**config.mk**
```make
export PLATFORM = sky130hd
export DESIGN_NAME = fpa_pre
export DESIGN_NICKNAME = d
export VERILOG_FILES = /design/src/rtl/core/fpa_pkg.sv /design/src/rtl/core/fpa_pre.sv
export SDC_FILE = /design/constraint.sdc
export NUM_CORES = 2
export LEC_CHECK = 0
export BUFFER_PORTS_ARGS = -buffer_cell sky130_fd_sc_hd__buf_2
export CORE_MARGIN = 1
export CORE_UTILIZATION = 45
export DETAILED_ROUTE_END_ITERATION = 12
export SYNTH_ARGS = -nofsm -noshare
export SYNTH_HDL_FRONTEND = slang
export SYNTH_SLANG_ARGS = --single-unit
```
**constraint.sdc**
```tcl
create_clock -name i_clk -period 15.8 [get_ports i_clk]
set_input_delay 3.16 -clock i_clk [delete_from_list [all_inputs] [get_ports i_clk]]
set_output_delay 3.16 -clock i_clk [all_outputs]
set_load 0.1 [all_outputs]
```
**src/rtl/core/fpa_pkg.sv**
```systemverilog
// Shared types and constants for the fixed-point ALU.
// No dependencies.
package fpa_pkg;

    localparam int DATA_W       = 32;
    localparam int MODE_W       = 4;
    localparam int FRAC_BITS_DF = 8;

    typedef enum logic [MODE_W-1:0] {
        MODE_ADD = 4'd0,
        MODE_SUB = 4'd1,
        MODE_MUL = 4'd2,
        MODE_DIV = 4'd3,
        MODE_GT  = 4'd4,
        MODE_LT  = 4'd5,
        MODE_LE  = 4'd6,
        MODE_GE  = 4'd7,
        MODE_EQ  = 4'd8,
        MODE_NE  = 4'd9,
        MODE_INC = 4'd10,
        MODE_DEC = 4'd11,
        MODE_MIN = 4'd12,
        MODE_MAX = 4'd13
    } t_mode;

    // Per-beat control and the non-divide result, carried down the pipe.
    typedef struct packed {
        logic              valid;
        logic              is_div;
        logic              is_mul;
        logic              dz;
        logic              neg;
        logic              cmp;
        logic [DATA_W-1:0] val;
    } t_side;

endpackage

```
**src/rtl/core/fpa_pre.sv**
```systemverilog
// Front stage: decode, simple ops, compares, full product, divide operand prep.
// Depends on fpa_pkg.
module fpa_pre #(
    parameter int FRAC_BITS = fpa_pkg::FRAC_BITS_DF
) (
    input  logic                                i_clk,
    input  logic                                i_rst_n,
    input  logic                                i_en,
    input  logic                                i_valid,
    input  logic [fpa_pkg::MODE_W-1:0]          i_mode,
    input  logic signed [fpa_pkg::DATA_W-1:0]   i_a,
    input  logic signed [fpa_pkg::DATA_W-1:0]   i_b,
    output fpa_pkg::t_side                      o_side,
    output logic signed [2*fpa_pkg::DATA_W-1:0] o_prod,
    output logic [fpa_pkg::DATA_W+FRAC_BITS-1:0] o_num,
    output logic [fpa_pkg::DATA_W-1:0]          o_dmag
);
    import fpa_pkg::*;

    localparam int NW = DATA_W + FRAC_BITS;

    t_side                     n_side, r_side;
    logic signed [2*DATA_W-1:0] r_prod;
    logic [NW-1:0]             r_num;
    logic [DATA_W-1:0]         r_dmag;
    logic [DATA_W-1:0]         amag;
    logic                      lt, eq, gt;

    always_comb begin
        lt   = i_a < i_b;
        eq   = i_a == i_b;
        gt   = i_a > i_b;
        amag = i_a[DATA_W-1] ? DATA_W'(-i_a) : DATA_W'(i_a);
        n_side        = '0;
        n_side.valid  = i_valid;
        case (t_mode'(i_mode))
            MODE_ADD: n_side.val = DATA_W'(i_a + i_b);
            MODE_SUB: n_side.val = DATA_W'(i_a - i_b);
            MODE_MUL: n_side.is_mul = 1'b1;
            MODE_DIV: begin
                n_side.is_div = 1'b1;
                n_side.dz     = (i_b == '0);
                n_side.neg    = i_a[DATA_W-1] ^ i_b[DATA_W-1];
            end
            MODE_GT:  n_side.cmp = gt;
            MODE_LT:  n_side.cmp = lt;
            MODE_LE:  n_side.cmp = lt | eq;
            MODE_GE:  n_side.cmp = gt | eq;
            MODE_EQ:  n_side.cmp = eq;
            MODE_NE:  n_side.cmp = ~eq;
            MODE_INC: n_side.val = DATA_W'(i_a + DATA_W'(1));
            MODE_DEC: n_side.val = DATA_W'(i_a - DATA_W'(1));
            MODE_MIN: n_side.val = lt ? i_a : i_b;
            MODE_MAX: n_side.val = gt ? i_a : i_b;
            default:  n_side.val = '0;
        endcase
    end

    always_ff @(posedge i_clk) begin
        if (!i_rst_n) begin
            r_side.valid <= 1'b0;
        end else if (i_en) begin
            r_side <= n_side;
            r_prod <= i_a * i_b;
            r_num  <= NW'(amag) << FRAC_BITS;
            r_dmag <= i_b[DATA_W-1] ? DATA_W'(-i_b) : DATA_W'(i_b);
        end
    end

    assign o_side = r_side;
    assign o_prod = r_prod;
    assign o_num  = r_num;
    assign o_dmag = r_dmag;
endmodule

```
=== Yosys cells after proc, flatten, opt, wreduce, memory -nomap -nowiden ===
Index checks and enable logic that the tools add are counted.

* Bits in registers: 166
* Input bits: 72
* Output and inout port bits: 174
* Logic and storage cells: 50

* $add $sub $neg: 6
* Multipliers: 1
* Order comparisons: 2
* Equality and inequality tests: 14
* Mux-type cells: 8
* Bitwise logic cells: 4
* Reductions and logical operators: 3

{| class="wikitable"
|+ Operators with widths
! kind !! number
|-
| one-hot mux 32 bit (6 select lines) || 1
|-
| multiplier 32 x 32 -> 64 bit || 1
|-
| two-way mux 32 bit || 2
|-
| negation 32 bit || 2
|-
| two-way mux 31 bit || 2
|-
| adder 32 x 2 -> 32 bit (second input constant) || 1
|-
| adder 32 bit || 1
|-
| equality test 32 bit || 1
|-
| greater-than comparator 32 bit || 1
|-
| zero test 32 bit || 1
|-
| < comparator 32 bit || 1
|-
| subtractor 32 x 2 -> 32 bit (second input constant) || 1
|-
| subtractor 32 bit || 1
|-
| equality test 4 bit (second input constant) || 6
|-
| equality test 4 x 3 -> 1 bit (second input constant) || 4
|-
| equality test 4 x 2 -> 1 bit (second input constant) || 2
|-
| one-hot mux 1 bit (6 select lines) || 1
|-
| equality test 4 x 1 -> 1 bit (second input constant) || 1
|-
| zero test 4 bit || 1
|-
| two-way mux 1 bit || 2
|-
| OR 1 bit || 2
|-
| AND reduction 2 bit || 1
|-
| NOT 1 bit || 1
|-
| bitwise XOR 1 bit || 1
|}

=== Longest topological paths before layout ===
* Depth after elaboration: 3
* Mapped depth: 32

=== Worst setup path before layout ===
OpenSTA, ideal clock, no wires.

* Path kind: input to register
* Start point: input port i_a[31] (netlist name)
* End point: register r_prod[62] (netlist: o_prod[62]) (data pin)
* Library setup time: 0.258 ns
* Arrival: 10.863 ns
* Data required time: 15.542 ns
* Setup slack: 4.680 ns
* Stages on the path: 29
* Buffers on the path: 3
* Cell sequence: clkbuf_1 -> clkbuf_1 -> clkbuf_1 -> nand2_1 -> inv_1 -> fa_1 -> inv_1 -> fa_1 -> inv_1 -> fa_1 -> fa_1 -> inv_1 -> fa_1 -> inv_1 -> fa_1 -> fa_1 -> fa_1 -> ha_1 -> a21oi_1 -> o21bai_1 -> a21o_1 -> a21o_1 -> a21o_1 -> a21oi_1 -> o31ai_1 -> a21oi_1 -> o2111ai_1 -> a21oi_1 -> xnor2_1

* Word-level cells in the longest chain between the ends: 1

{| class="wikitable"
|+ RTL lines
! element !! RTL line !! source
|-
| start: declaration || fpa_pre.sv:11 || <nowiki>input logic signed [fpa_pkg::DATA_W-1:0] i_a,</nowiki>
|-
| multiplier 32 x 32 -> 64 bit || fpa_pre.sv:64 || <nowiki>r_prod <= i_a * i_b;</nowiki>
|-
| end signal: assignment || fpa_pre.sv:64 ||
|-
| end: declaration || fpa_pre.sv:23 || <nowiki>logic signed [2*DATA_W-1:0] r_prod;</nowiki>
|}

No other way between the ends.
A chain may end at the register's enable or synchronous reset.

=== Worst setup path after layout ===
* Start point: input port i_a[17] (netlist name)
* End point: register r_prod[62] (netlist: o_prod[62]) (data pin)

The elaborated chain is that of the path after synthesis.

==> flow_summary.ini <==
[run_status]
status = complete, no violations

[clocking]
clock_sink_total = 166
clock_tree_from_tritoncts = done
cts_root_buffer = sky130_fd_sc_hd__clkbuf_16
clk-insertion-delay-late_ps = 530
cts.hold.buffers_added = 0
cts_max_path_buffers = 2
cts-htree-levels = 4
number_of_buffers_created_by_cts = 17
postCtsSetupRepairBufs = 0
clk_pin_slew_worst_paths_ps = 80
post_cts_resized = 0

[synth]
synth-seq-cells = 166
synth_top_cell_area_share_pct = 45.86
synth-main-ff-cell = sky130_fd_sc_hd__edfxtp_1
netlist_area_before_placement_um2 = 47320
number_of_flops_mapped_to_enable_cells_by_yosys = 165
warnings_synthesis = 0
synth_largest_area_cell = sky130_fd_sc_hd__fa_1
synth_cells = 4943
number_of_distinct_library_cells_after_synthesis = 92
synthesis.area_per_instance_um2 = 9.572
postSynth.asyncResetShare_pct = 0
synth.yosys.seq_area_share_pct = 10.51
yosys-top-cells-area = sky130_fd_sc_hd__fa_1, sky130_fd_sc_hd__edfxtp_1, sky130_fd_sc_hd__inv_1

[global_routing]
grt_pass1_wl_um = 228300
grt_pass1_vias = 37390
global_route_total_usage_across_every_layer_pct = 28.55
grt_max_degree = 67
antenna_found_initial = 3
grt.overflow.total = 0

[route]
wl_per_cell_um = 22.81
post_drt_via_cell_ratio = 5.451
drt-initial-drc-count = 2556
route.vias.total = 34750
drt_first_pass_iters = 10
routed_wl_um = 145400
final_antenna_net_count = 0
drc_errors = 0

[sta]
final.setup.tns_ps = 0
report.final.hold_viol_count = 0
worstMarginPinSlew_ps = 1230
setup_violations = 0
post_layout_min_period_ps = 12730
clock_skew_ps = 0
maxClockFrequency_mhz = 78.55
fin_crit_sh_pct = 80.58
rsz0062_at_grt = false
slew_viol_final = 0
timing.slew.headroom_pct = 17.45

[place]
detailedPlacementHpwl_um = 112200
io_port_bufs = 237
finalWeightedCongestion = 0.9443

[floorplanning]
die_area_um2 = 106400
initial_cell_density_of_the_core_pct = 45.52
ios = 246
die_y_um = 326.3
floorplan.die.width_um = 326.3
floorplan.rows = 118
core_area_um2 = 103900

[layout]
filler_cell_count = 9862
num-nets-final = 6418
synthToLayoutAreaGrowth_pct = 6.024
drive_above_1_share_pct = 7.569

[critical_path]
endpoint_kind = flip-flop
cp.required_ps = 16100
worstPathArrival_ps = 13030
timing.critical_path.from_type = primary input
cp_common_cell = sky130_fd_sc_hd__fa_1
crit_type = primary input to flip-flop
crit_path_top_delay_cell = sky130_fd_sc_hd__clkinv_1
critical_path.max_stage_delay_ps = 840
crit_path_max_fanout = 23

[flow_run]
drv.max_cap_violation_count = 0

[hold_path]
hold_path_class = flip-flop to flip-flop
## per-stage QoR
step / cells / worst slack (ps) / hold slack, ps / utilization [%] / cell area, um2
after global routing: 6374 / 2545 / 571.7 / 48.26 / 50160
after CTS: 6374 / 3148 / 536.2 / 48.26 / 50160
after floorplan: 4950 / 4680 / 980.7 / - / 47340
after detailed placement: 6342 / 2597 / 520.8 / 47.71 / 49590
final: 6375 / 3069 / 535.1 / 48.26 / 50170
after global placement: 6342 / 2620 / 500.1 / 47.71 / 49590
## registers in the layout, indices dropped and copies added (netlist names)
register / flops
o_side: 38
o_prod: 64
o_dmag: 32
o_num: 32
## cell usage in the layout (no fill, tap or decap), types with 9 or more instances in the layout
cell type,synthesis,layout
sky130_fd_sc_hd__nand2_1,566,566
sky130_fd_sc_hd__a21o_1,87,87
sky130_fd_sc_hd__o21ai_0,70,70
sky130_fd_sc_hd__a21oi_1,163,163
sky130_fd_sc_hd__o21a_1,17,17
sky130_fd_sc_hd__o31ai_1,15,15
sky130_fd_sc_hd__edfxtp_1,165,165
sky130_fd_sc_hd__fa_1,1084,1084
sky130_fd_sc_hd__nor2_1,173,172
sky130_fd_sc_hd__xor2_1,49,49
sky130_fd_sc_hd__a22oi_1,11,11
sky130_fd_sc_hd__inv_1,1024,1024
sky130_fd_sc_hd__clkbuf_16,0,17
sky130_fd_sc_hd__buf_4,12,70
sky130_fd_sc_hd__nand3_1,28,28
sky130_fd_sc_hd__mux2i_1,15,15
sky130_fd_sc_hd__o22ai_1,9,9
sky130_fd_sc_hd__buf_2,11,237
sky130_fd_sc_hd__or3_1,19,19
sky130_fd_sc_hd__and2_1,436,435
sky130_fd_sc_hd__o21bai_1,20,20
sky130_fd_sc_hd__a31oi_1,12,12
sky130_fd_sc_hd__nor3_1,24,23
sky130_fd_sc_hd__a222oi_1,11,11
sky130_fd_sc_hd__nand4_1,17,17
sky130_fd_sc_hd__nand2b_1,28,28
sky130_fd_sc_hd__ha_1,281,281
sky130_fd_sc_hd__xnor2_1,160,160
sky130_fd_sc_hd__o221ai_1,13,13
sky130_fd_sc_hd__and3_1,10,10
## per-layer routing
layer | part of all wire [%] | global-route usage [%] | wire length, um
met1 | 40 | 37.29 | 57580
met2 | 49 | 47.22 | 71210
met3 | 6.9 | 4.730 | 10010
met4 | 4.5 | 11.78 | 6580
met5 | 0.0089 | 0 | 13
## cells in the mapped netlist (all sizes together), types with 13 or more instances
master and instances:
or3 19, edfxtp 165, o221ai 13, xnor2 161, mux2i 15, nor2 175, o21a 17, nand2b 28
a21oi 164, ha 281, fa 1084, nand3 29, nand4 18, inv 1025, xor2 49, o21bai 21
o21ai 78, nor3 27, a21o 88, o31ai 16, nand2 567, clkbuf 249, and2 436, buf 46
## logic make-up (layout without fill, tap and decap cells)
group	count (synthesis)	count (layout)	synth area share, %
and+or+nand+nor	1350	1350	14.00
muxes	17	17	0.3649
DFF	166	166	10.51
xor gates and xnor gates	210	210	3.903
buffers and inverters	1324	1368	10.72
adders and majority gates	1365	1365	53.29
AOI/OAI and AO/OA	510	510	7.198
other	1	9	0.007926
## final timing paths
path	slack [ps]	cells past startpoint	endpoint	from
worst max-delay path	3070	27	o_prod[62]	i_a[17]
worst min-delay path	540	2	o_side[37]	o_side[37]
worst max register to register	15200	2	o_side[37]	o_side[37]
worst min register to register	540	2	o_side[37]	o_side[37]
## layout make-up
class / count / area (um2) / share of cell area (%)
clock buffers: 19 / 442.9 / 0.8829
repair buffers: 307 / 1712 / 3.412
flip-flops and latches: 166 / 4975 / 9.917
clock inverters: 13 / 128.9 / 0.2569
multi-input cells: 3460 / 37320 / 74.39
inverters: 1029 / 3862 / 7.699
well taps: 1380 / 1727 / 3.442
diodes: 1 / 2.502 / 0.004988
## worst max-delay path: cells and delay by family
kind	cells	cell delay [ps]
compound gates	10	3260
xor+xnor	1	120
fa+ha+maj	9	4300
buf+inv	5	1420
simple gates	2	710
Power is left out: the tool's default activity adds up to more than one toggle a clock period on the data nets, which glitch-free logic cannot reach.
