## config.mk

```make
export PLATFORM = sky130hd
export DESIGN_NAME = fpa_div_stage
export DESIGN_NICKNAME = d
export VERILOG_FILES = /design/src/rtl/core/fpa_pkg.sv /design/src/rtl/core/fpa_div_stage.sv
export SDC_FILE = /design/constraint.sdc
export NUM_CORES = 1
export LEC_CHECK = 0
export BUFFER_PORTS_ARGS = -buffer_cell sky130_fd_sc_hd__buf_2
export CAP_MARGIN = 20
export CORE_ASPECT_RATIO = 1.2
export CORE_MARGIN = 8
export CORE_UTILIZATION = 48
export CTS_CLUSTER_DIAMETER = 80
export DETAILED_ROUTE_END_ITERATION = 10
export PLACE_DENSITY = 0.9
export SYNTH_ARGS = -nofsm -noshare
export SYNTH_HDL_FRONTEND = slang
export SYNTH_SLANG_ARGS = --single-unit
```

## constraint.sdc

```tcl
create_clock -name i_clk -period 5.27 [get_ports i_clk]
set_input_delay 0.7905 -clock i_clk [delete_from_list [all_inputs] [get_ports i_clk]]
set_output_delay 0.7905 -clock i_clk [all_outputs]
set_load 0.01 [all_outputs]
```

## src/rtl/core/fpa_pkg.sv

```systemverilog
// Shared types and constants for the fixed-point ALU.
// No dependencies.
package fpa_pkg;

    localparam int DATA_W       = 32;
    localparam int MODE_W       = 4;
    localparam int FRAC_BITS_DF = 8;

    typedef enum logic [MODE_W-1:0] {
        MODE_ADD = 4'd0,
        MODE_SUB = 4'd1,
        MODE_MUL = 4'd2,
        MODE_DIV = 4'd3,
        MODE_GT  = 4'd4,
        MODE_LT  = 4'd5,
        MODE_LE  = 4'd6,
        MODE_GE  = 4'd7,
        MODE_EQ  = 4'd8,
        MODE_NE  = 4'd9,
        MODE_INC = 4'd10,
        MODE_DEC = 4'd11,
        MODE_MIN = 4'd12,
        MODE_MAX = 4'd13
    } t_mode;

    // Per-beat control and the non-divide result, carried down the pipe.
    typedef struct packed {
        logic              valid;
        logic              is_div;
        logic              is_mul;
        logic              dz;
        logic              neg;
        logic              cmp;
        logic [DATA_W-1:0] val;
    } t_side;

endpackage

```

## src/rtl/core/fpa_div_stage.sv

```systemverilog
// One restoring-division step (one quotient bit) with its pipeline register.
// Depends on fpa_pkg.
module fpa_div_stage #(
    parameter int FRAC_BITS = fpa_pkg::FRAC_BITS_DF
) (
    input  logic                                 i_clk,
    input  logic                                 i_rst_n,
    input  logic                                 i_en,
    input  fpa_pkg::t_side                       i_side,
    input  logic [fpa_pkg::DATA_W-1:0]           i_rem,
    input  logic [fpa_pkg::DATA_W+FRAC_BITS-1:0] i_nq,
    input  logic [fpa_pkg::DATA_W-1:0]           i_d,
    output fpa_pkg::t_side                       o_side,
    output logic [fpa_pkg::DATA_W-1:0]           o_rem,
    output logic [fpa_pkg::DATA_W+FRAC_BITS-1:0] o_nq,
    output logic [fpa_pkg::DATA_W-1:0]           o_d
);
    import fpa_pkg::*;

    localparam int NW = DATA_W + FRAC_BITS;

    t_side             r_side;
    logic [DATA_W-1:0] r_rem, r_d, n_rem;
    logic [NW-1:0]     r_nq, n_nq;
    logic [DATA_W:0]   trial, diff;
    logic              ge;

    always_comb begin
        trial = {i_rem, i_nq[NW-1]};
        diff  = trial - {1'b0, i_d};
        ge    = trial >= {1'b0, i_d};
        n_rem = ge ? diff[DATA_W-1:0] : trial[DATA_W-1:0];
        n_nq  = {i_nq[NW-2:0], ge};
    end

    always_ff @(posedge i_clk) begin
        if (!i_rst_n) begin
            r_side.valid <= 1'b0;
        end else if (i_en) begin
            r_side <= i_side;
            r_rem  <= n_rem;
            r_nq   <= n_nq;
            r_d    <= i_d;
        end
    end

    assign o_side = r_side;
    assign o_rem  = r_rem;
    assign o_nq   = r_nq;
    assign o_d    = r_d;
endmodule

```

* Word-level counts from Yosys, hierarchy flattened
Index checks and enable logic that the tools add are counted.
** Operators by class
- $lt $le $gt $ge :: 1
- $add $sub $neg :: 1
- Reduce and logical (&&, ||, !) cells :: 1
- Multiplexer cells :: 1
** Operators by type and width (count)
- $ge 33x32->1 :: 1
- $mux 32 :: 1
- $sub 32x32->32 :: 1
- $reduce_and 2->1 :: 1
** Storage, ports and cells
- Logic and storage cells :: 14
- Output and inout bits :: 142
- Register bits after elaboration :: 142

* Longest topological paths before layout
Gate-level depths: netlist (run 1).
- Depth in word-level cells :: 2
- Depth in mapped cells :: 13
- Gate-level depth less buffers :: 12

* Least setup slack after synthesis (run 1)
No wires, ideal clock.
- Path type :: input to register
- Start :: in i_en
- End :: reg r_d[0], in the netlist o_d[0], enable pin
- Arrival :: 4.013 ns
- Slack :: 0.740 ns
- Required time :: 4.753 ns
- Library setup time :: 0.517 ns
- Stages on the path :: 1
- Cells stage by stage :: and2_1
** On the way
- Cells in the longest elaborated chain, start to end :: 1
** Ends and longest elaborated chain
- start, declared :: RTL line fpa_div_stage.sv:8 : input logic i_en,
- $reduce_and 2->1 (no source line)
- end signal, assigned :: RTL line fpa_div_stage.sv:43 : r_d <= i_d;
- end, declared :: RTL line fpa_div_stage.sv:23 : logic [DATA_W-1:0] r_rem, r_d, n_rem;
No other way between the ends.
A chain may end at the register's enable or synchronous reset.

* Final worst setup path (run 1)
- Start :: in i_nq[39] (netlist name)
- End :: reg r_rem[30], in the netlist o_rem[30] (data pin)
** On the way
- Cells in the longest elaborated chain, start to end :: 2
- Elaborated cells on any way between the ends :: 3
- Classes of those cells :: add/sub: 1; order compare: 1; mux: 1
** Ends and longest elaborated chain
- start, declared :: RTL line fpa_div_stage.sv:11 : input logic [fpa_pkg::DATA_W+FRAC_BITS-1:0] i_nq,
- $sub 32x32->32 / $ge 33x32->1 (equally long branches) :: RTL line fpa_div_stage.sv:30, fpa_div_stage.sv:31
- $mux 32 (*) :: RTL line fpa_div_stage.sv:32 : n_rem = ge ? diff[DATA_W-1:0] : trial[DATA_W-1:0];
- named net n_rem[30] :: RTL line fpa_div_stage.sv:23
- end signal, assigned :: RTL line fpa_div_stage.sv:41 : r_rem <= n_rem;
- end, declared :: RTL line fpa_div_stage.sv:23
Mark *: on every way through the listed nets, which the timed path passes. The rest lies on a longest branch.

==> results of run 1 <==
[routing by layer]
metal / share of wire [%] / up-vias / GRT usage, %
met5: 0.047 / - / 0
met4: 3.0 / 2 / 9.83
met3: 10 / 43 / 8.01
met2: 52 / 236 / 37.9
met1: 35 / 2367 / 21.9
li1: - / 2404 / -
[worst max-delay path, cell delays in order]
cell and delay (ns):
buf_2 0.09, inv_1 0.04, ha_1 0.22, fa_1 0.40, nand2b_1 0.18, a21oi_1 0.19, o21ai_0 0.22, o311a_1 0.39
a31oi_1 0.27, a21oi_1 0.18, o41ai_1 0.34, xor2_1 0.11, mux2_1 0.31
[cell usage after synthesis, drive strengths merged, types with 2 or more instances]
cell	number	area share, %
nor2	36	2.1
o22ai	2	0.19
nor4	4	0.39
a31oi	5	0.48
clkbuf	6	0.37
nor2b	3	0.29
xnor2	16	2.2
a211o	2	0.27
o21ai	17	1.4
edfxtp	141	65
nand2b	4	0.39
nand4	7	0.68
nand2	27	1.6
a211oi	4	0.54
ha	32	6.2
and4	2	0.27
o211ai	4	0.46
nor3	2	0.15
a21oi	54	4.2
o21bai	3	0.35
a21o	12	1.4
buf	11	0.96
o21a	6	0.69
o31ai	2	0.44
mux2	10	1.7
inv	38	2.2
and2	2	0.19
o41ai	2	0.27
a2bb2oi	2	0.27
mux2i	3	0.46
nand3	8	0.62
xor2	11	1.5
[flip-flops by register name, indices dropped and copies added, names as in the netlist]
signal / count
o_d: 32
o_nq: 40
o_rem: 32
o_side: 38
[power by group through the flow]
stage / registers (mW) / clock network, mW / logic (mW)
after floorplan: 1.45 / 0 / 0.253
after global placement: 1.39 / 0 / 0.502
after detailed placement: 1.39 / 0 / 0.511
after CTS: 1.37 / 1.23 / 0.519
after global routing: 1.38 / 1.26 / 0.567
final: 1.37 / 1.21 / 0.518
[cell type report]
cell class	count	area [um2]	share of cell area [%]
flip-flops and latches	142	4250	49.0
repair buffers	290	1460	16.8
clock buffers	17	425	4.90
inverters	38	143	1.64
well taps	168	210	2.42
diodes	1	2.50	0.0288
multi-input cells	291	2000	23.1
clock inverters	15	175	2.02
[logic make-up (layout without fill, tap and decap cells)]
kind of cell    count (synthesis)  after routing
compound gates                118            118
xor+xnor                       27             27
fa+ha+maj                      33             33
buf+inv                        55            360
flops                         142            142
mux                            13             13
other cells                     0              1
simple gates                  100            100
[path summary, 6_finish.rpt]
kind,to,slack (ns),cells past startpoint
hold / removal,o_side[37],0.52,2
hold reg to reg,o_side[37],0.52,2
setup reg to reg,o_side[37],4.69,2
setup / recovery,o_rem[30],1.71,13
[metrics by stage]
stage	power [mW]	std cells
2_1_floorplan	1.70	488
3_3_place_gp	1.89	929
3_5_place_dp	1.91	929
4_1_cts	3.12	961
5_1_grt	3.21	962
6_report	3.10	962
==> results.json, run 1 <==
{
  "hold_violations": 0,
  "viasPerCell": 5.25,
  "final_common_cell": "buf_2",
  "grt_max_degree": 57,
  "fin_crit_sh_pct": 67.5,
  "path_class": "in -> reg",
  "ios": 287,
  "syn_nets": 666,
  "place_congestion": 0.922,
  "synth_cell_types": 48,
  "layout-drive-gt1-share_pct": 42.0,
  "grt_pass1_wl_mm": 28.3,
  "cts_tree": "built",
  "nNetsFinal": 958,
  "final-setup-viol-count": 0,
  "drtPass1Iterations": 5,
  "worstSetupEndpointType": "flip-flop",
  "vias": 5052,
  "setup_slack_ns": 1.71,
  "drt_wl_total_mm": 19.1,
  "dp_slack_ns": 1.34,
  "synth_top_family_by_area": "compound AO/OA/AOI/OAI gates",
  "yosysWarnings": 0,
  "grt-ovfl-total": 0,
  "ys_seq_area_share_pct": 65.6,
  "arrival_ns": 3.72,
  "p_switching_mw": 0.852,
  "die_h_um": 143,
  "ys.flop_type": "edfxtp_1",
  "hpwl_mm": 14.9,
  "r2r_start": "o_side[37]",
  "cts_hold_buf": 0,
  "min_period_ns": 3.56,
  "cts-root-buf": "clkbuf_16",
  "post_drt_wl_per_cell_um": 19.8,
  "hold_path_class": "reg -> reg",
  "mostFrequentLayoutCells": "buf_2, edfxtp_1, a21oi_1, inv_1, nor2_1",
  "finalSetupTns_ns": 0,
  "synth_compound_gate_area_share_pct": 11.3,
  "fillers": 989,
  "areaGrowthSynthToFinish_pct": 33.8,
  "finalClockSkew_ns": 0,
  "p_int_mw": 2.25,
  "htree_levels": 4,
  "finalMaxSlewViolations": 0,
  "max-slew-margin-rel_pct": 52.5,
  "grt_use_total_pct": 21.4,
  "leakagePower_nw": 3.84,
  "die_w_um": 122,
  "netlist_area_um2": 6480,
  "crit_path_start_kind": "input port",
  "syn_inst": 488,
  "clkPwrFrac_pct": 39.0,
  "startpoint": "i_nq[39]",
  "cts.reportedPaths.clkPinSlew_ns": 0.06,
  "synth-simple-area-share_pct": 7.18,
  "std_cell_rows": 46,
  "async_reset_ff_share_pct": 0,
  "antenna_found_initial": 2,
  "seq_power_share_pct": 44.3,
  "synthXorXnorAreaFrac_pct": 3.65,
  "cts_setup_buffers": 0,
  "tightest_slew_ns": 0.713,
  "power_frac_comb_pct": 16.7,
  "crit_fanout": 4,
  "vdd_ir_drop_max_uv": 235,
  "outcome": "finished, final reports clean",
  "hold_start": "o_side[37]",
  "initial_core_util_pct": 49.0,
  "synthMuxAreaShare_pct": 2.20,
  "synth_fa_ha_area_share_pct": 6.48,
  "rsz0062_at_grt": "no",
  "clk_latency_ns": 0.42,
  "core_region_area_um2": 13200,
  "cts_sinks": 142,
  "ctsLongestPathBuffers": 2,
  "synth-edff-count": 141,
  "grt_pass1_vias": 5220,
  "syn_avg_cell_area_um2": 13.3,
  "p_sw_share_pct": 27.5,
  "port_buffers": 286,
  "drc": 0,
  "drt_iter0_drc": 453,
  "design_area_um2": 8670,
  "cp.required_ns": 5.43,
  "synth-seq-cells": 142,
  "postRouteAntennaNets": 0,
  "cap_violations": 0,
  "cts_made_buffers": 17,
  "whs_ns": 0.518,
  "placed_area_um2": 8070,
  "die-area_um2": 17500,
  "cts_resized": 0,
  "cellPowerDensity_nw_per_um2": 357,
  "fmax_mhz": 281,
  "final_core_util_pct": 65.5
}
Note: power is estimated with default switching activity, not from simulation.
==> run 2: changes to the inputs <==
--- a/config.mk
+++ b/config.mk
@@ -9,10 +9,10 @@
 export CAP_MARGIN = 20
 export CORE_ASPECT_RATIO = 1.2
 export CORE_MARGIN = 8
-export CORE_UTILIZATION = 48
+export CORE_UTILIZATION = 43
 export CTS_CLUSTER_DIAMETER = 80
 export DETAILED_ROUTE_END_ITERATION = 10
-export PLACE_DENSITY = 0.9
+export PLACE_DENSITY = 0.86
 export SYNTH_ARGS = -nofsm -noshare
 export SYNTH_HDL_FRONTEND = slang
 export SYNTH_SLANG_ARGS = --single-unit
==> constraint.sdc (replaced) <==
create_clock -name i_clk -period 2.9 [get_ports i_clk]
set_input_delay 0.435 -clock i_clk [delete_from_list [all_inputs] [get_ports i_clk]]
set_output_delay 0.435 -clock i_clk [all_outputs]
set_load 0.01 [all_outputs]
==> run 2 against run 1 <==
Compared with the run above:
- critical path depth is the same
- final cell count grew 9.9%
- routed wire length shrank 0.87%
- power grew 83%
- utilization shrank 3.1 points
- via count grew 3.9%
- critical path type unchanged
- largest cell class unchanged
- highest routed layer is now met4
==> results.json, run 2 (synthesized netlist as in run 1, its figures left out) <==
{
  "path_cells": "buf_2, inv_1, ha_2, fa_2, nand2b_4, a21oi_4, o21ai_2, o311a_1, a31oi_4, a21oi_4, o41ai_4, xor2_1, mux2_4",
  "layout-drive-gt1-share_pct": 48.2,
  "setup_slack_ns": 0.0647,
  "fmax_mhz": 353,
  "final-setup-viol-count": 0,
  "min_period_ns": 2.84,
  "worstSetupEndpointType": "flip-flop",
  "cellPowerDensity_nw_per_um2": 611,
  "place_congestion": 0.874,
  "postRouteAntennaNets": 0,
  "drt_iter0_drc": 289,
  "ios": 287,
  "critical_path.top_delay_family": "compound AO/OA/AOI/OAI gates",
  "ctsLongestPathBuffers": 2,
  "vdd_ir_drop_max_uv": 307,
  "die_h_um": 151,
  "post_drt_wl_per_cell_um": 17.9,
  "nNetsFinal": 1014,
  "grt_max_degree": 142,
  "core_region_area_um2": 14900,
  "grt_pass1_vias": 5423,
  "clk_latency_ns": 0.42,
  "cts-root-buf": "clkbuf_16",
  "grt-ovfl-total": 0,
  "largest_reg_flops": 40,
  "hold_path_class": "in -> reg",
  "whs_ns": 0.186,
  "arrival_ns": 3.01,
  "tightest_slew_ns": 0.767,
  "cts_made_buffers": 17,
  "mostFrequentLayoutCells": "buf_2, edfxtp_1, buf_4, a21oi_1, nor2_1",
  "drc": 0,
  "cp_slowest_stage_delay_ns": 0.39,
  "cts_tree": "built",
  "std_cell_rows": 49,
  "die_w_um": 128,
  "finalClockSkew_ns": 0,
  "crit_slowest_cell": "o311a_1",
  "finalMaxSlewViolations": 0,
  "path_class": "in -> reg",
  "viasPerCell": 4.97,
  "drtPass1Iterations": 4,
  "die-area_um2": 19300,
  "hpwl_mm": 15.0,
  "crit_path_start_kind": "input port",
  "fin_crit_sh_pct": 97.8,
  "crit_top_cell": "a21oi_4",
  "htree_levels": 4,
  "port_buffers": 286,
  "max-slew-margin-rel_pct": 48.9,
  "final_common_cell": "buf_2",
  "cap_violations": 0,
  "dp_slack_ns": -0.483,
  "crit_fanout": 3,
  "initial_core_util_pct": 43.5,
  "fillers": 1187,
  "cp.required_ns": 3.07,
  "cts.reportedPaths.clkPinSlew_ns": 0.06,
  "grt_use_total_pct": 18.8,
  "drt_wl_total_mm": 18.9,
  "hold_violations": 0,
  "path_buf_inv": 2,
  "leakagePower_nw": 4.11,
  "outcome": "finished, final reports clean",
  "cts_sinks": 142,
  "vias": 5250,
  "areaGrowthSynthToFinish_pct": 43.4,
  "antenna_found_initial": 3,
  "grt_pass1_wl_mm": 27.8
}
run 2: changes by cell type in the layout (fill, tap and decap cells not counted), moves of 3 or more:
cell	previous run	this run
diode_2	1	4
inv_1	38	33
buf_4	4	58
ha_1	32	26
clkinvlp_4	0	3
ha_4	0	5
inv_2	0	4
run 2: layout make-up:
| class | instances | area [um2] | share of cell area (%) |
|---|---|---|---|
| diodes | 4 | 10.0 | 0.108 |
| clock inverters | 14 | 145 | 1.56 |
| clock buffers | 18 | 429 | 4.62 |
| inverters | 38 | 150 | 1.62 |
| multi-input cells | 291 | 2140 | 23.1 |
| repair buffers | 346 | 1910 | 20.5 |
| well taps | 204 | 255 | 2.75 |
| flip-flops and latches | 142 | 4250 | 45.8 |
run 2: through the flow:
step / util [%] / cells / power, mW / cell area, um2 / setup TNS [ns]
floorplan: - / 488 / 3.12 / 6610 / -1.54
global placement: 58.0 / 1020 / 3.56 / 8640 / -4.81
detailed placement: 58.0 / 1020 / 3.59 / 8640 / -7.21
CTS: 61.9 / 1052 / 5.71 / 9220 / 0
global route: 62.4 / 1056 / 5.90 / 9290 / -0.00435
finish: 62.4 / 1057 / 5.68 / 9300 / 0
run 2: path summary, 6_finish.rpt:
check | from | to | slack (ns) | depth (start not counted)
setup / recovery | i_nq[39] | o_rem[30] | 0.06 | 13
hold / removal | i_side[36] | o_side[36] | 0.19 | 1
setup reg to reg | o_side[37] | o_side[37] | 2.31 | 2
hold reg to reg | o_side[37] | o_side[37] | 0.53 | 2
run 2: report_power, final:
group	internal [mW]	total, mW	switching (mW)
Clock	1.21	2.11	0.897
Sequential	2.45	2.49	0.0367
Combinational	0.499	1.08	0.584
Total	4.16	5.68	1.52
run 2: what timing repair did:
action / 4_1_cts / 5_1_grt
endpoints found under the setup margin: 1 / 2
pin swaps: 0 / 6
resized for setup: 1 / 11
setup buffers: 0 / 1
hold buffers: 0 / 0
run 2: routing by layer:
layer	routed length, um	track usage (%)
met1	6910	19.4
met5	0	0
met2	10100	34.5
met4	397	7.62
met3	1490	5.85
==> run 3: changes to the inputs <==
--- a/config.mk
+++ b/config.mk
@@ -7,12 +7,13 @@
 export LEC_CHECK = 0
 export BUFFER_PORTS_ARGS = -buffer_cell sky130_fd_sc_hd__buf_2
 export CAP_MARGIN = 20
-export CORE_ASPECT_RATIO = 1.2
+export CORE_ASPECT_RATIO = 1.1
 export CORE_MARGIN = 8
 export CORE_UTILIZATION = 43
 export CTS_CLUSTER_DIAMETER = 80
 export DETAILED_ROUTE_END_ITERATION = 10
 export PLACE_DENSITY = 0.86
+export SKIP_CTS_REPAIR_TIMING = 1
 export SYNTH_ARGS = -nofsm -noshare
 export SYNTH_HDL_FRONTEND = slang
 export SYNTH_SLANG_ARGS = --single-unit
==> run 3 against run 2 <==
Compared with the run above:
- utilization increased by 0.66 points
- power decreased by 0.66%
- die area about the same
- via count about the same
- sequential power about the same
- clock skew unchanged
- setup slack got worse by 0.027 ns
- final cell count decreased by 1.1%
==> results.json, run 3 (synthesized netlist as in run 1, its figures left out) <==
{
  "viasPerCell": 5.03,
  "max-slew-margin-rel_pct": 66.6,
  "whs_ns": 0.186,
  "hpwl_mm": 15.8,
  "finalClockSkew_ns": 0,
  "cts_made_buffers": 17,
  "reg2reg_slack_ns": 2.31,
  "rsz0062_at_grt": "yes",
  "grt-busiest-layer": "met2",
  "tightest_slew_ns": 0.496,
  "largest_reg_flops": 40,
  "reg2reg_depth": 2,
  "final_common_cell": "buf_2",
  "cts_sinks": 142,
  "ios": 287,
  "outcome": "finished, final reports clean",
  "whs_path_depth": 1,
  "crit_fanout": 5,
  "p_sw_share_pct": 27.4,
  "finalMaxSlewViolations": 0,
  "nNetsFinal": 1013,
  "hold_path_class": "in -> reg",
  "arrival_ns": 3.03,
  "clkPwrFrac_pct": 36.0,
  "cap_violations": 0,
  "fmax_mhz": 349,
  "drt_iter0_drc": 251,
  "post_drt_wl_per_cell_um": 19.2,
  "clk_latency_ns": 0.42,
  "met3_usage_pct": 8.43,
  "die_h_um": 145,
  "hold_path_end": "o_side[30]",
  "areaGrowthSynthToFinish_pct": 44.7,
  "place_congestion": 0.938,
  "min_period_ns": 2.86,
  "initial_core_util_pct": 43.6,
  "cts_tree": "built",
  "leakagePower_nw": 4.14,
  "die-area_um2": 19300,
  "drc": 0,
  "path_class": "in -> reg",
  "use_met1_pct": 21.6,
  "crit_path_start_kind": "input port",
  "grt-ovfl-total": 0,
  "postRouteAntennaNets": 0,
  "seq_area_um2": 4250,
  "power_frac_comb_pct": 19.8,
  "ctsLongestPathBuffers": 2,
  "std_cell_rows": 47,
  "p_int_mw": 4.10,
  "drt_wl_total_mm": 20.1,
  "vias": 5255,
  "r2r_end": "o_side[37]",
  "htree_levels": 4,
  "p_switching_mw": 1.54,
  "fin_crit_sh_pct": 98.7,
  "core_region_area_um2": 14900,
  "multi_input_area_um2": 2160,
  "cts.reportedPaths.clkPinSlew_ns": 0.07,
  "dp_slack_ns": -0.392,
  "grtUsageMet2_pct": 34.6,
  "cellPowerDensity_nw_per_um2": 601,
  "worstSetupEndpointType": "flip-flop",
  "vdd_ir_drop_max_uv": 352,
  "antenna_found_initial": 2,
  "grt_pass1_wl_mm": 29.7,
  "final-setup-viol-count": 0,
  "grt_pass1_vias": 5415,
  "hold_start": "i_side[30]",
  "setup_slack_ns": 0.0373,
  "die_w_um": 133,
  "port_buffers": 286,
  "mostFrequentLayoutCells": "buf_2, edfxtp_1, buf_4, a21oi_1, nor2_1",
  "fillers": 1153,
  "drtPass1Iterations": 6,
  "hold_violations": 0,
  "final_core_util_pct": 63.1,
  "grt_max_degree": 44,
  "layout-drive-gt1-share_pct": 48.9,
  "cts-root-buf": "clkbuf_16",
  "r2r_start": "o_side[37]",
  "seq_power_share_pct": 44.1,
  "cp.required_ns": 3.07,
  "finalSetupTns_ns": 0,
  "grt_use_total_pct": 20.0
}
run 3: cell type report:
type                    count  share of cell area, %
flip-flops and latches    142                   45.3
multi-input cells         291                   23.0
repair buffers            345                   21.5
well taps                 196                   2.61
diodes                      1                 0.0267
inverters                  38                   1.65
clock buffers              18                   4.57
clock inverters            14                   1.29
run 3: power groups by stage:
stage                     clock network (mW)  logic (mW)  registers [mW]
after floorplan                            0       0.490            2.63
after global placement                     0        1.04            2.52
after detailed placement                   0        1.06            2.53
after CTS                               2.07        1.07            2.49
after global routing                    2.16        1.22            2.50
final                                   2.03        1.12            2.49
run 3: worst max-delay path by stage:
stage / endpoint / cells past startpoint / slack, ns / from
after global placement: o_rem[30] / 13 / -0.29 / i_nq[39]
after CTS: o_rem[26] / 13 / 0.01 / i_nq[39]
after detailed placement: o_rem[26] / 13 / -0.39 / i_nq[39]
after floorplan: o_rem[13] / 12 / -0.15 / i_d[7]
after global routing: o_rem[13] / 12 / -0.08 / i_d[13]
final: o_rem[13] / 12 / 0.04 / i_d[7]
run 3: layer usage:
layer	wire, um	vias up
met5	0	-
li1	-	2520
met4	582	0
met3	1850	40
met1	7540	2452
met2	10100	243
run 3: through the flow:
step	power (mW)	cells	cell area, um2
5_1_grt	5.89	1045	9380
4_1_cts	5.64	1041	9170
2_1_floorplan	3.12	488	6610
6_report	5.64	1045	9380
3_5_place_dp	3.59	1009	8620
3_3_place_gp	3.56	1009	8620
run 3: critical path, cell delays in order:
cell and delay (ns):
buf_6 0.09, inv_8 0.03, ha_4 0.25, nand4_1 0.18, or4_4 0.56, a21oi_2 0.14
nor3_2 0.06, a211oi_2 0.23, o21ai_2 0.11, o31ai_4 0.38, clkbuf_16 0.25, mux2_4 0.30
